**config.mk**
```make
export PLATFORM = sky130hd
export DESIGN_NAME = ordered_list_engine_unit
export DESIGN_NICKNAME = d
export VERILOG_FILES = /design/src/olist_pkg.sv /design/src/olist_mem.sv /design/src/olist_ctrl.sv /design/src/ordered_list_engine_unit.sv
export SDC_FILE = /design/constraint.sdc
export NUM_CORES = 1
export LEC_CHECK = 0
export BUFFER_PORTS_ARGS = -buffer_cell sky130_fd_sc_hd__buf_2
export CORE_MARGIN = 2
export CORE_UTILIZATION = 35
export CTS_BUF_LIST = sky130_fd_sc_hd__clkbuf_16
export DETAILED_ROUTE_END_ITERATION = 12
export HOLD_SLACK_MARGIN = 0.15
export PLACE_DENSITY_LB_ADDON = 0.15
export SYNTH_ARGS = -nofsm -noshare
export SYNTH_HDL_FRONTEND = slang
export SYNTH_HIERARCHICAL = 1
export SYNTH_SLANG_ARGS = --single-unit
```
**constraint.sdc**
```tcl
create_clock -name clock -period 11 [get_ports clock]
set_clock_uncertainty 0.1 [all_clocks]
set_input_delay 2.2 -clock clock [delete_from_list [all_inputs] [get_ports clock]]
set_output_delay 2.2 -clock clock [all_outputs]
set_load 0.005 [all_outputs]
```
**src/olist_pkg.sv**
```systemverilog
`timescale 1ns / 1ps
`default_nettype none

package olist_pkg;

   localparam int CAPACITY_DEF = 16;
   localparam int VALUE_W      = 32;
   localparam int COUNT_W      = 5;

   typedef enum logic [2:0] {
      OP_PUSH_FRONT = 3'd0,
      OP_PUSH_BACK  = 3'd1,
      OP_SORTED     = 3'd2,
      OP_POP_FRONT  = 3'd3,
      OP_POP_BACK   = 3'd4,
      OP_REMOVE     = 3'd5,
      OP_SEARCH     = 3'd6
   } op_type;

   typedef enum logic [1:0] {
      ST_OK   = 2'd0,
      ST_MISS = 2'd1,
      ST_FULL = 2'd2
   } status_type;

   typedef enum logic [2:0] {
      S_IDLE,
      S_DISPATCH,
      S_FIND_RD,
      S_FIND_CMP,
      S_SHIFT_RD,
      S_SHIFT_WR,
      S_POP
   } state_type;

   typedef struct packed {
      status_type          status;
      logic [VALUE_W-1:0]  value;
   } result_type;

endpackage

`default_nettype wire

```
**src/olist_mem.sv**
```systemverilog
`timescale 1ns / 1ps
`default_nettype none

module olist_mem #(
   parameter int DEPTH = 16,
   parameter int AW    = 4,
   parameter int DW    = 32
) (
   input  wire logic          clock,
   input  wire logic          we,
   input  wire logic [AW-1:0] waddr,
   input  wire logic [DW-1:0] wdata,
   input  wire logic          re,
   input  wire logic [AW-1:0] raddr,
   output logic      [DW-1:0] rdata
);

   logic [DW-1:0] mem [DEPTH];

   always_ff @(posedge clock) begin
      if (we) begin
         mem[waddr] <= wdata;
      end
   end

   always_ff @(posedge clock) begin
      if (re) begin
         rdata <= mem[raddr];
      end
   end

endmodule

`default_nettype wire

```
**src/olist_ctrl.sv**
```systemverilog
`timescale 1ns / 1ps
`default_nettype none

module olist_ctrl #(
   parameter int CAPACITY = 16,
   parameter int AW       = 4,
   parameter int CW       = 5
) (
   input  wire logic                       clock,
   input  wire logic                       reset,
   input  wire logic                       req_fire,
   input  wire logic [2:0]                 req_op,
   input  wire logic [31:0]                req_val,
   input  wire logic                       out_free,
   output logic                            ready,
   output logic                            done,
   output olist_pkg::result_type           result,
   output logic      [CW-1:0]              count,
   output logic                            mem_we,
   output logic      [AW-1:0]              mem_waddr,
   output logic      [31:0]                mem_wdata,
   output logic                            mem_re,
   output logic      [AW-1:0]              mem_raddr,
   input  wire logic [31:0]                mem_rdata
);
   import olist_pkg::*;

   state_type      state_ff, state_in;
   op_type         op_ff, op_in;
   logic [31:0]    val_ff, val_in;
   logic [AW-1:0]  head_ff, head_in;
   logic [CW-1:0]  count_ff, count_in;
   logic [CW-1:0]  idx_ff, idx_in;
   logic [CW-1:0]  k_ff, k_in;
   logic [AW-1:0]  head_dec, head_inc;
   logic           full, v_lt_e, e_lt_v;

   // logical position to physical address in the ring
   function automatic logic [AW-1:0] phys(input logic [CW-1:0] i, input logic [AW-1:0] h);
      logic [CW:0] s;
      s = {1'b0, i} + (CW+1)'(h);
      if (s >= (CW+1)'(CAPACITY)) begin
         s = s - (CW+1)'(CAPACITY);
      end
      return s[AW-1:0];
   endfunction

   assign head_dec = (head_ff == '0) ? AW'(CAPACITY - 1) : head_ff - AW'(1);
   assign head_inc = (head_ff == AW'(CAPACITY - 1)) ? '0 : head_ff + AW'(1);
   assign full     = (count_ff == CW'(CAPACITY));
   assign v_lt_e   = $signed(val_ff) < $signed(mem_rdata);
   assign e_lt_v   = $signed(mem_rdata) < $signed(val_ff);
   assign ready    = (state_ff == S_IDLE);
   assign count    = count_ff;

   always_ff @(posedge clock) begin
      if (reset) begin
         state_ff <= S_IDLE;
         head_ff  <= '0;
         count_ff <= '0;
      end else begin
         state_ff <= state_in;
         head_ff  <= head_in;
         count_ff <= count_in;
      end
      op_ff  <= op_in;
      val_ff <= val_in;
      idx_ff <= idx_in;
      k_ff   <= k_in;
   end

   always_comb begin
      state_in      = state_ff;
      op_in         = op_ff;
      val_in        = val_ff;
      head_in       = head_ff;
      count_in      = count_ff;
      idx_in        = idx_ff;
      k_in          = k_ff;
      done          = 1'b0;
      result.status = ST_OK;
      result.value  = '0;
      mem_we        = 1'b0;
      mem_waddr     = '0;
      mem_wdata     = val_ff;
      mem_re        = 1'b0;
      mem_raddr     = '0;
      unique case (state_ff)
         S_IDLE: begin
            if (req_fire) begin
               op_in    = op_type'(req_op);
               val_in   = req_val;
               state_in = S_DISPATCH;
            end
         end
         S_DISPATCH: begin
            case (op_ff) inside
               OP_PUSH_FRONT, OP_PUSH_BACK, OP_SORTED: begin
                  if (full) begin
                     if (out_free) begin
                        done          = 1'b1;
                        result.status = ST_FULL;
                        state_in      = S_IDLE;
                     end
                  end else if (op_ff == OP_PUSH_BACK) begin
                     if (out_free) begin
                        mem_we    = 1'b1;
                        mem_waddr = phys(count_ff, head_ff);
                        count_in  = count_ff + CW'(1);
                        done      = 1'b1;
                        state_in  = S_IDLE;
                     end
                  end else if (op_ff == OP_PUSH_FRONT || count_ff == '0) begin
                     if (out_free) begin
                        mem_we    = 1'b1;
                        mem_waddr = head_dec;
                        head_in   = head_dec;
                        count_in  = count_ff + CW'(1);
                        done      = 1'b1;
                        state_in  = S_IDLE;
                     end
                  end else begin
                     mem_re    = 1'b1;
                     mem_raddr = head_ff;
                     idx_in    = '0;
                     state_in  = S_FIND_CMP;
                  end
               end
               OP_POP_FRONT, OP_POP_BACK: begin
                  if (count_ff == '0) begin
                     if (out_free) begin
                        done          = 1'b1;
                        result.status = ST_MISS;
                        state_in      = S_IDLE;
                     end
                  end else begin
                     mem_re    = 1'b1;
                     mem_raddr = (op_ff == OP_POP_FRONT) ? head_ff
                                 : phys(count_ff - CW'(1), head_ff);
                     state_in  = S_POP;
                  end
               end
               OP_REMOVE, OP_SEARCH: begin
                  idx_in   = '0;
                  state_in = S_FIND_RD;
               end
               default: begin
                  if (out_free) begin
                     done     = 1'b1;
                     state_in = S_IDLE;
                  end
               end
            endcase
         end
         S_FIND_RD: begin
            if (idx_ff == count_ff) begin
               if (op_ff == OP_SORTED) begin
                  k_in     = count_ff;
                  state_in = S_SHIFT_RD;
               end else if (out_free) begin
                  done          = 1'b1;
                  result.status = ST_MISS;
                  state_in      = S_IDLE;
               end
            end else begin
               mem_re    = 1'b1;
               mem_raddr = phys(idx_ff, head_ff);
               state_in  = S_FIND_CMP;
            end
         end
         S_FIND_CMP: begin
            if (op_ff == OP_SORTED) begin
               if (idx_ff == '0) begin
                  // smaller than the front entry: goes in front
                  if (v_lt_e) begin
                     if (out_free) begin
                        mem_we    = 1'b1;
                        mem_waddr = head_dec;
                        head_in   = head_dec;
                        count_in  = count_ff + CW'(1);
                        done      = 1'b1;
                        state_in  = S_IDLE;
                     end
                  end else begin
                     idx_in   = CW'(1);
                     state_in = S_FIND_RD;
                  end
               end else if (!e_lt_v) begin
                  k_in     = count_ff;
                  state_in = S_SHIFT_RD;
               end else begin
                  idx_in   = idx_ff + CW'(1);
                  state_in = S_FIND_RD;
               end
            end else if (mem_rdata == val_ff) begin
               if (op_ff == OP_SEARCH) begin
                  if (out_free) begin
                     done         = 1'b1;
                     result.value = val_ff;
                     state_in     = S_IDLE;
                  end
               end else begin
                  k_in     = idx_ff;
                  state_in = S_SHIFT_RD;
               end
            end else begin
               idx_in   = idx_ff + CW'(1);
               state_in = S_FIND_RD;
            end
         end
         S_SHIFT_RD: begin
            if (op_ff == OP_SORTED) begin
               // gap opened at idx: drop the new value in
               if (k_ff == idx_ff) begin
                  if (out_free) begin
                     mem_we    = 1'b1;
                     mem_waddr = phys(idx_ff, head_ff);
                     count_in  = count_ff + CW'(1);
                     done      = 1'b1;
                     state_in  = S_IDLE;
                  end
               end else begin
                  mem_re    = 1'b1;
                  mem_raddr = phys(k_ff - CW'(1), head_ff);
                  state_in  = S_SHIFT_WR;
               end
            end else begin
               // gap closed up to the last entry
               if (k_ff + CW'(1) == count_ff) begin
                  if (out_free) begin
                     count_in     = count_ff - CW'(1);
                     done         = 1'b1;
                     result.value = val_ff;
                     state_in     = S_IDLE;
                  end
               end else begin
                  mem_re    = 1'b1;
                  mem_raddr = phys(k_ff + CW'(1), head_ff);
                  state_in  = S_SHIFT_WR;
               end
            end
         end
         S_SHIFT_WR: begin
            mem_we    = 1'b1;
            mem_waddr = phys(k_ff, head_ff);
            mem_wdata = mem_rdata;
            k_in      = (op_ff == OP_SORTED) ? k_ff - CW'(1) : k_ff + CW'(1);
            state_in  = S_SHIFT_RD;
         end
         S_POP: begin
            if (out_free) begin
               if (op_ff == OP_POP_FRONT) begin
                  head_in = head_inc;
               end
               count_in     = count_ff - CW'(1);
               done         = 1'b1;
               result.value = mem_rdata;
               state_in     = S_IDLE;
            end
         end
         default: begin
            state_in = S_IDLE;
         end
      endcase
   end

endmodule

`default_nettype wire

```
**src/ordered_list_engine_unit.sv**
```systemverilog
`timescale 1ns / 1ps
`default_nettype none

// channel   direction  tdata                                  tuser
// req_      in         [31:0] item_value                      [2:0] req_type
// rsp_      out        [31:0] out_value, [36:32] entry_count  [1:0] status
//
// entries live in a ring in one synchronous ram (one write, one read port)
// push front/back, pop front/back and unused codes need no scan of the ram
// search/remove scan the ram one entry at a time (read, compare); remove and sorted insert then
// move each entry beyond the hit one place (read, write back)
// reset clears state, head, count and the output valid; ram content needs no clearing
// a finished result waits in the output register; the sequencer stalls on it

module ordered_list_engine_unit #(
   parameter int CAPACITY = olist_pkg::CAPACITY_DEF
) (
   input  wire logic        clock,
   input  wire logic        reset,
   input  wire logic        req_tvalid,
   output logic             req_tready,
   input  wire logic [31:0] req_tdata,   // item_value
   input  wire logic [2:0]  req_tuser,   // req_type
   output logic             rsp_tvalid,
   input  wire logic        rsp_tready,
   output logic      [39:0] rsp_tdata,   // out_value, entry_count, zero pad
   output logic      [1:0]  rsp_tuser    // status
);
   import olist_pkg::*;

   localparam int AW = (CAPACITY > 1) ? $clog2(CAPACITY) : 1;
   localparam int CW = $clog2(CAPACITY + 1);

   logic              req_fire, out_free, ctrl_ready, done;
   result_type        result;
   logic [CW-1:0]     count;
   logic [CW+4:0]     count_ext;
   logic              mem_we, mem_re;
   logic [AW-1:0]     mem_waddr, mem_raddr;
   logic [31:0]       mem_wdata, mem_rdata;

   // output register
   logic              rsp_valid_ff, rsp_valid_in;
   status_type        status_ff;
   logic [31:0]       value_ff;
   logic [4:0]        ecount_ff;

   assign req_tready = ctrl_ready;
   assign req_fire   = req_tvalid && req_tready;
   assign out_free   = !rsp_valid_ff || rsp_tready;
   assign count_ext  = {5'b0, count};

   olist_ctrl #(.CAPACITY(CAPACITY), .AW(AW), .CW(CW)) u_ctrl (
      .clock     (clock),
      .reset     (reset),
      .req_fire  (req_fire),
      .req_op    (req_tuser),
      .req_val   (req_tdata),
      .out_free  (out_free),
      .ready     (ctrl_ready),
      .done      (done),
      .result    (result),
      .count     (count),
      .mem_we    (mem_we),
      .mem_waddr (mem_waddr),
      .mem_wdata (mem_wdata),
      .mem_re    (mem_re),
      .mem_raddr (mem_raddr),
      .mem_rdata (mem_rdata)
   );

   olist_mem #(.DEPTH(CAPACITY), .AW(AW), .DW(32)) u_mem (
      .clock (clock),
      .we    (mem_we),
      .waddr (mem_waddr),
      .wdata (mem_wdata),
      .re    (mem_re),
      .raddr (mem_raddr),
      .rdata (mem_rdata)
   );

   // count here is already the post-request value on the done cycle's next edge
   always_comb begin
      rsp_valid_in = rsp_valid_ff;
      if (done) begin
         rsp_valid_in = 1'b1;
      end else if (rsp_tready) begin
         rsp_valid_in = 1'b0;
      end
   end

   always_ff @(posedge clock) begin
      if (reset) begin
         rsp_valid_ff <= 1'b0;
      end else begin
         rsp_valid_ff <= rsp_valid_in;
      end
      if (done) begin
         status_ff <= result.status;
         value_ff  <= result.value;
      end
   end

   // entry count follows the ctrl count in the cycle after done
   logic done_d_ff;
   always_ff @(posedge clock) begin
      if (reset) begin
         done_d_ff <= 1'b0;
      end else begin
         done_d_ff <= done;
      end
      if (done_d_ff) begin
         ecount_ff <= count_ext[4:0];
      end
   end

   logic [4:0] ecount_out;
   assign ecount_out = done_d_ff ? count_ext[4:0] : ecount_ff;

   assign rsp_tvalid = rsp_valid_ff;
   assign rsp_tdata  = {3'b0, ecount_out, value_ff};
   assign rsp_tuser  = status_ff;

`ifndef SYNTHESIS
   a_count_bound: assert property (@(posedge clock) disable iff (reset)
      count <= CW'(CAPACITY))
      else $error("entry count beyond capacity");

   a_one_at_a_time: assert property (@(posedge clock) disable iff (reset)
      req_fire |=> !req_tready)
      else $error("second request taken while one is in progress");

   a_no_overwrite: assert property (@(posedge clock) disable iff (reset)
      done |-> out_free)
      else $error("result produced while output register is held");
`endif

endmodule

`default_nettype wire

```
Yosys cells after proc, flatten, opt, wreduce, memory -nomap -nowiden --
Memory sizes are Yosys's and may differ from the RTL's. A register that Yosys moved wholly into a read port is not among the register bits. Cells that the tools add are included.
Word-level totals: output and inout port bits 44, logic and storage cells 264, bits in registers 98, memories kept 1, RAM bits 512, input bits 39
Memory list:
- u_mem.mem | depth 16, bits a word 32, rd ports 1, clocked after Yosys merged registers in 1, wr ports 1, line olist_mem.sv:18 | logic [DW-1:0] mem [DEPTH];
Cells by class: add/subtract/negate cells 19, equal/unequal tests 45, reduce and logical (&&, ||, !) cells 22, mux-type cells 157, order comparisons 8
Operators by type and width (count):
- $mux 32 | 8
- $mux 4 | 41
- $mux 5 | 32
- $pmux 32 s3 | 1
- $lt 32x32->1 | 2
- $mux 3 | 20
- $mux 1 | 38
- $add 5x4->6 | 6
- $ge 6x5->1 const B | 6
- $eq 32x32->1 | 1
- $sub 4x1->4 const B | 7
- $ne 3x3->1 const B | 8
- $pmux 4 s3 | 2
- $pmux 3 s7 | 1
- $pmux 5 s4 | 1
- $eq 3x3->1 const B | 6
- $reduce_and 9->1 | 2
- $ne 2x1->1 const B | 8
- $pmux 4 s4 | 1
- $add 5x1->5 const B | 3
- $eq 5x5->1 | 3
- $pmux 5 s3 | 1
- $eq 3x2->1 const B | 4
- $mux 2 | 6
- other kinds (29) | 43

Longest topological paths before layout --
Gate-level depths: netlist of run 1.
depth in word-level cells 10, depth in mapped cells 17

By module --
The synthesis of run 1 kept the hierarchy.
Modules (own cells, without submodules):
- olist_mem | area each 20156.8 um^2, cells an instance 838, instances 1
- olist_ctrl | area each 5748.0 um^2, cells an instance 685, instances 1
- ordered_list_engine_unit | area each 1268.7 um^2, cells an instance 55, instances 1

Least setup slack after synthesis of run 1 --
No wires, ideal clock.
path kind input -> register, from input rsp_tready, to memory u_mem.mem[0][0] (enable), slack 4.402 ns, required time 10.439 ns, cell stages on the path 8, data arrival time 6.037 ns, setup time 0.461 ns, path through nand2b_1 clkbuf_1 nand3_1 and4b_1 nor2_1 o21ai_0 or3b_2 nor3_1
On the way: word-level cells in the longest chain between the ends 9, elaborated cells on any way between the ends 27
RTL lines:
- start, declared | line ordered_list_engine_unit.sv:25 | input wire logic rsp_tready,
- $logic_or 1x1->1 * | line ordered_list_engine_unit.sv:50 | assign out_free = !rsp_valid_ff || rsp_tready;
- $mux 1 *
- $mux 1 | line olist_ctrl.sv:113 | end else if (op_ff == OP_PUSH_FRONT || count_ff == '0) begin
- $mux 1 | line olist_ctrl.sv:105 | end else if (op_ff == OP_PUSH_BACK) begin
- $mux 1 | line olist_ctrl.sv:99 | if (full) begin
- $mux 1 | line olist_ctrl.sv:97 | case (op_ff) inside
- $pmux 1 s4 * | line olist_ctrl.sv:88 | unique case (state_ff)
- named net mem_we | line ordered_list_engine_unit.sv:38 | logic mem_we, mem_re;
- $mux 1 * | line olist_mem.sv:21 | if (we) begin
- $mux 1 (implied by the code) * | line olist_mem.sv:22 | mem[waddr] <= wdata;
- end, declared | line olist_mem.sv:18
The timed path passes the listed nets; every way through them passes the cells marked *.

Worst setup path in the final report of run 1 --
from register u_mem.rdata[31], read port of u_mem.mem, to memory u_mem.mem[11][5] (enable)
On the way: elaborated cells on any way between the ends 11
RTL lines:
- start, declared | line olist_mem.sv:15 | output logic [DW-1:0] rdata
- $lt 32x32->1 | line olist_ctrl.sv:51 | assign v_lt_e = $signed(val_ff) < $signed(mem_rdata);
- $mux 4 | line olist_ctrl.sv:175 | if (v_lt_e) begin
- $mux 4 | line olist_ctrl.sv:173 | if (idx_ff == '0) begin
- $mux 4 | line olist_ctrl.sv:172 | if (op_ff == OP_SORTED) begin
- $pmux 4 s4 | line olist_ctrl.sv:88
- named net mem_waddr[1] | line ordered_list_engine_unit.sv:39 | logic [AW-1:0] mem_waddr, mem_raddr;
The timed path passes the listed nets, and every way through them passes these cells.

==> flow_metrics.tcl, run 1 <==
set metrics [dict create \
    ys.flop_type "edfxtp_1" \
    port_buffers 79 \
    yosysTopAreaCell "edfxtp_1" \
    finalWirelength_um 68100 \
    grt_pass1_wl_um 100000 \
    grt_pass1_vias 15123 \
    vias 14664 \
    cp_cell_sequence "ha_1 -> nand4_1 -> nor4_2 -> o31ai_1 -> a311oi_1 -> nand2_1 -> o31ai_1 -> nand2_1 -> nor2_4 -> buf_4" \
    area_growth_pct 15.6 \
    syn-cell-area_um2 27200 \
    final_area_um2 31400 \
    clockRootBuffer "clkbuf_16" \
    numCtsBuffers 73 \
    critPathLaunchType "flop" \
    postPlaceCellArea_um2 29100 \
    yosysSeqAreaShare_pct 70.2 \
    dp_hpwl_um 39600 \
    hold_class "reg -> reg" \
    layout_worst_path_cycle_share_pct 55.8 \
    hold_viol 0 \
    tightestPinTransition_ns 1.18 \
    io_pins 83 \
    place_ws_ns 4.35 \
    synth_cell_type_count 74 \
    setup_violations 0 \
    syn_inst 1578 \
    start_util_pct 35.2 \
    clock_sinks 642 \
    hold_slack_ns 0.374 \
    fillers 6959 \
    slew_viol_final 0 \
    ys_async_sr_fraction_pct 0 \
    path_clk_slew_ns 0.06 \
    leakagePower_nw 10.3 \
    drive_above_1_share_pct 23.6 \
    ir_drop_mv 0.124 \
    first_pass_iters 5 \
    vias_per_cell 5.24 \
    multi_input_area_um2 7690 \
    cts_hold_buffers 0 \
    grt_overflow 0 \
    antenna_found_initial 2 \
    diodes 0 \
    cp_max_fo 24 \
    htreeDepth 3 \
    rows 102 \
    ys_top_cells_by_area "edfxtp_1, mux4_2, ha_1" \
    worst_slack_ns 4.86 \
    endpoint_kind "flop" \
    setup_tns_ns 0 \
    cts_setup_buffers 0 \
    fmax_mhz 163 \
    period_needed_ns 6.14 \
    fp.dieW_um 283 \
    synth_edf_count 623 \
    cts.repair.resized 0 \
    r2r_setup_slack_ns 4.86 \
    outcome "finished clean" \
    drc 0 \
    grt_max_degree 129 \
    slowest_stage "o31ai_1" \
    synth_seq_cells 642 \
    cts_tree "yes" \
    wl_per_cell_um 24.3 \
    p_per_area_nw_per_um2 237 \
    relSlewSlack_pct 20.5 \
    cp.arrival_ns 6.28 \
    synth_warnings 6 \
    min_path_cells 1 \
    max_stage_delay_ns 0.95 \
    clock_latency_ns 0.62 \
    place_congestion 0.880 \
    cts_buffer_depth 3 \
    grt_setup_unrepaired "false" \
    track_usage_pct 17.3 \
    path_class "reg -> reg" \
    register_area_um2 19100 \
    crit_required_ns 11.15 \
    antenna_left 0 \
    totalPowerFinal_mw 7.44 \
    cap_viol_max_count 0 \
    die_area_um2 79900 \
    reg2reg_depth 10 \
    drt-initial-drc-count 1248 \
    fin_nets 1805 \
    syn_avg_cell_area_um2 17.2 \
    synth_top_cell_area_share_pct 68.8 \
    core_um2 77200 \
    die_h_um 283 \
]
-- state kept, by name (all words and copies together), names as in the netlist --
name / flops
done_d_ff: 1
u_mem/mem: 512
u_ctrl/val_ff: 32
u_ctrl/k_ff: 5
u_ctrl/idx_ff: 5
u_ctrl/state_ff: 3
u_ctrl/head_ff: 4
u_mem/rdata: 32
rsp_tvalid: 1
u_ctrl/op_ff: 3
u_ctrl/count: 5
rsp_tuser: 2
value_ff: 32
ecount_ff: 5
-- Yosys cell counts (all sizes together) (3+ instances only) --
| cell type | number |
|---|---|
| clkbuf | 51 |
| inv | 56 |
| mux2 | 14 |
| nand2b | 7 |
| mux2i | 3 |
| and2 | 5 |
| or4b | 3 |
| a21oi | 42 |
| mux4 | 128 |
| ha | 58 |
| buf | 38 |
| a22oi | 70 |
| and3 | 5 |
| xor2 | 23 |
| nand3b | 4 |
| dfxtp | 19 |
| o21bai | 3 |
| a221oi | 3 |
| nand3 | 20 |
| a22o | 35 |
| nor2 | 57 |
| fa | 6 |
| nor3b | 4 |
| nand2 | 99 |
| o211ai | 3 |
| a221o | 5 |
| nand4 | 7 |
| xnor2 | 24 |
| edfxtp | 623 |
| o21ai | 69 |
| a21o | 11 |
| nor4 | 5 |
| nor2b | 13 |
| a41oi | 3 |
| nor3 | 20 |
| a211oi | 3 |
| o31ai | 5 |
| o22ai | 6 |
-- final timing paths --
path	start	endpoint
max	u_mem/rdata[31]$_DFFE_PP_	u_mem/mem[11][5]$_DFFE_PP_
min	ecount_ff[4]$_DFF_P_	ecount_ff[4]$_DFF_P_
max reg2reg	u_mem/rdata[31]$_DFFE_PP_	u_mem/mem[11][5]$_DFFE_PP_
min reg2reg	ecount_ff[4]$_DFF_P_	ecount_ff[4]$_DFF_P_
-- metal layers --
layer / part of all wire, % / GRT usage [%]
met5: 0 / 0
met4: 2.7 / 5.58
met3: 4.3 / 2.56
met2: 49 / 28.8
met1: 44 / 23.3
-- cell families (layout without fill, tap and decap cells) --
family | after synthesis | in the layout | synth area share, %
compound gates | 274 | 274 | 6.90
xor+xnor | 47 | 47 | 1.54
fa+ha+maj | 64 | 64 | 3.11
buf+inv | 145 | 323 | 2.25
flops | 642 | 642 | 70.2
mux | 145 | 145 | 11.4
other cells | 1 | 3 | 0.0138
simple gates | 260 | 260 | 4.57
-- worst max-delay path, delay by kind of cell, from the launching register on --
kind	cells	cell delay, ns
buf+inv	1	0.49
flops	1	0.44
simple gates	5	2.44
fa+ha+maj	1	0.41
compound gates	3	1.86
-- power by group --
| group | internal, mW | leakage (nW) | total (mW) | switching (mW) |
|---|---|---|---|---|
| Clock | 1.32 | 1.16 | 2.29 | 0.969 |
| Combinational | 0.694 | 3.38 | 1.86 | 1.17 |
| Sequential | 3.14 | 5.80 | 3.29 | 0.149 |
-- area by class of cell --
class / instances / area share, %
Tap cell: 1040 / 4.14
Clock buffer: 74 / 5.90
Clock inverter: 57 / 1.30
Multi-Input combinational cell: 793 / 24.5
Inverter: 56 / 0.669
Timing Repair Buffer: 136 / 2.70
Sequential cell: 642 / 60.8
-- through the flow --
step | utilization (%) | instances
after floorplan | - | 1580
after global placement | 37.7 | 2667
after detailed placement | 37.7 | 2667
after CTS | 40.7 | 2798
after global routing | 40.7 | 2798
final | 40.7 | 2798
-- cells in the final DEF, fill, tap and decap left out, types with 24 or more instances in the layout --
cell,netlist,routed
edfxtp_1,623,623
mux4_2,128,128
nand2_1,99,99
buf_2,14,79
clkbuf_16,0,74
inv_1,56,72
a22oi_1,70,70
ha_1,58,58
buf_4,13,55
o21ai_0,63,51
nor2_1,57,43
a21oi_1,40,40
a22o_1,35,35
xnor2_1,24,24
Power figures use the tool's default switching activity.
==> inputs of run 2 (changes only) <==
- clock period: 11 -> 6.35 ns (I/O delays scaled with it)
==> run 2 against run 1 <==
Clock-buffer cell count is 1 higher. Via count is 0.68% higher. Sequential power is 73% higher. Global-route usage increased by 0.37 points. Final area is 0.93% higher.
==> flow_metrics.tcl, run 2 (synthesis results as in run 1) <==
set metrics [dict create \
    critPathLaunch "u_mem/rdata[31]$_DFFE_PP_" \
    leakagePower_nw 10.4 \
    fillers 6910 \
    timing.rr.end "u_mem/mem[9][6]$_DFFE_PP_" \
    fp.dieW_um 283 \
    ir_drop_mv 0.179 \
    outcome "finished clean" \
    p_per_area_nw_per_um2 411 \
    cp.arrival_ns 5.46 \
    reg2reg_depth 11 \
    finalNonFillerCells 2811 \
    fin_nets 1821 \
    grt_overflow 0 \
    fmax_mhz 190 \
    cts_hold_buffers 0 \
    cts_setup_buffers 0 \
    clock_latency_ns 0.62 \
    cap_viol_max_count 0 \
    max_stage_delay_ns 0.74 \
    worst_slack_ns 1.09 \
    diodes 0 \
    antenna_left 0 \
    period_needed_ns 5.26 \
    layout_worst_path_cycle_share_pct 82.8 \
    hold_class "reg -> reg" \
    finalWirelength_um 69400 \
    numCtsBuffers 73 \
    setup_tns_ns 0 \
    r2r_start "u_mem/rdata[31]$_DFFE_PP_" \
    final_cell_mix "edfxtp_1, mux4_2, nand2_1, buf_2, clkbuf_16" \
    dpl.cell_count 2683 \
    clock_sinks 642 \
    vias_per_cell 5.25 \
    crit_required_ns 6.55 \
    clockRootBuffer "clkbuf_16" \
    drt-initial-drc-count 1212 \
    grt_setup_unrepaired "false" \
    hold_viol 0 \
    die_h_um 283 \
    setup_violations 0 \
    place_ws_ns 1.11 \
    io_pins 83 \
    r2r_setup_slack_ns 1.09 \
    drive_above_1_share_pct 24.4 \
    largest_reg_flops 512 \
    critPathLaunchType "flop" \
    vias 14764 \
    rows 102 \
    track_usage_pct 17.7 \
    grt_max_degree 47 \
    layout_commonest_cell "edfxtp_1" \
    core_um2 77200 \
    place_congestion 0.922 \
    cp_max_fo 18 \
    die_area_um2 79900 \
    slew_viol_final 0 \
    htreeDepth 3 \
    min_from "ecount_ff[3]$_DFF_P_" \
    dp_hpwl_um 43400 \
    wl_per_cell_um 24.7 \
    relSlewSlack_pct 13.4 \
    endpoint_kind "flop" \
    tightestPinTransition_ns 1.29 \
    antenna_found_initial 0 \
    start_util_pct 35.2 \
    largest_register "u_mem/mem" \
    area_growth_pct 16.6 \
    cp-endpoint "u_mem/mem[9][6]$_DFFE_PP_" \
    first_pass_iters 7 \
    slowest_stage "nor2_4" \
    drc 0 \
    grt_pass1_vias 15222 \
    path_clk_slew_ns 0.06 \
    path_class "reg -> reg" \
    cp_cell_sequence "ha_1 -> nand4_1 -> nor4_1 -> buf_4 -> o31ai_1 -> a311oi_1 -> nand2_1 -> o21ai_0 -> nand3b_1 -> nor2_4 -> buf_12" \
    port_buffers 79 \
    cts_buffer_depth 3 \
    cts_tree "yes" \
    grt_pass1_wl_um 103000 \
    cts.repair.resized 0 \
]
[run 2: report_power, final]
part	switching [mW]	internal [mW]	total [mW]	leakage, nW
registers	0.250	5.44	5.69	5.80
logic	2.07	1.26	3.34	3.50
clock network	1.70	2.31	4.01	1.15
total	4.02	9.01	13.0	10.4
[run 2: critical path: cells and delay by family (launching register included)]
family	cells	cell delay (ns)
simple gates	5	2.32
flops	1	0.42
compound gates	3	1.11
fa+ha+maj	1	0.37
buf+inv	2	0.58
[run 2: how the worst min path moves through the flow]
| stage | to | slack, ns | cells after the start |
|---|---|---|---|
| global placement | ecount_ff[4]$_DFF_P_ | 0.36 | 1 |
| detailed placement | ecount_ff[3]$_DFF_P_ | 0.36 | 1 |
| CTS | ecount_ff[3]$_DFF_P_ | 0.38 | 1 |
| global route | ecount_ff[3]$_DFF_P_ | 0.39 | 1 |
| finish | ecount_ff[3]$_DFF_P_ | 0.37 | 1 |
| floorplan | ecount_ff[0]$_DFF_P_ | 0.37 | 1 |
[run 2: per-layer routing]
layer,routed length (µm),vias to the layer above,GRT usage (%)
met2,33500,340,28.8
met4,1630,0,5.64
li1,-,6602,-
met1,31300,7735,24.6
met5,0,-,0
met3,2930,87,2.29
[run 2: through the flow]
| stage | hold WS, ns | area, µm² | power (mW) | utilization [%] |
|---|---|---|---|---|
| after global routing | 0.386 | 31700 | 13.7 | 41.1 |
| after global placement | 0.358 | 29400 | 9.12 | 38.1 |
| after detailed placement | 0.362 | 29400 | 9.16 | 38.1 |
| after CTS | 0.375 | 31700 | 13.2 | 41.1 |
| after floorplan | 0.365 | 27200 | 7.79 | - |
| final | 0.372 | 31700 | 13.0 | 41.1 |
[run 2: cell type report]
class                      instances  area [µm²]  share of cell area, %
tap                             1040        1300                   4.11
multi-input combinational        793        7680                   24.2
sequential                       642       19100                   60.2
timing repair buffer             152        1140                   3.61
clock buffer                      75        1880                   5.92
clock inverter                    53         394                   1.24
inverter                          56         210                  0.663
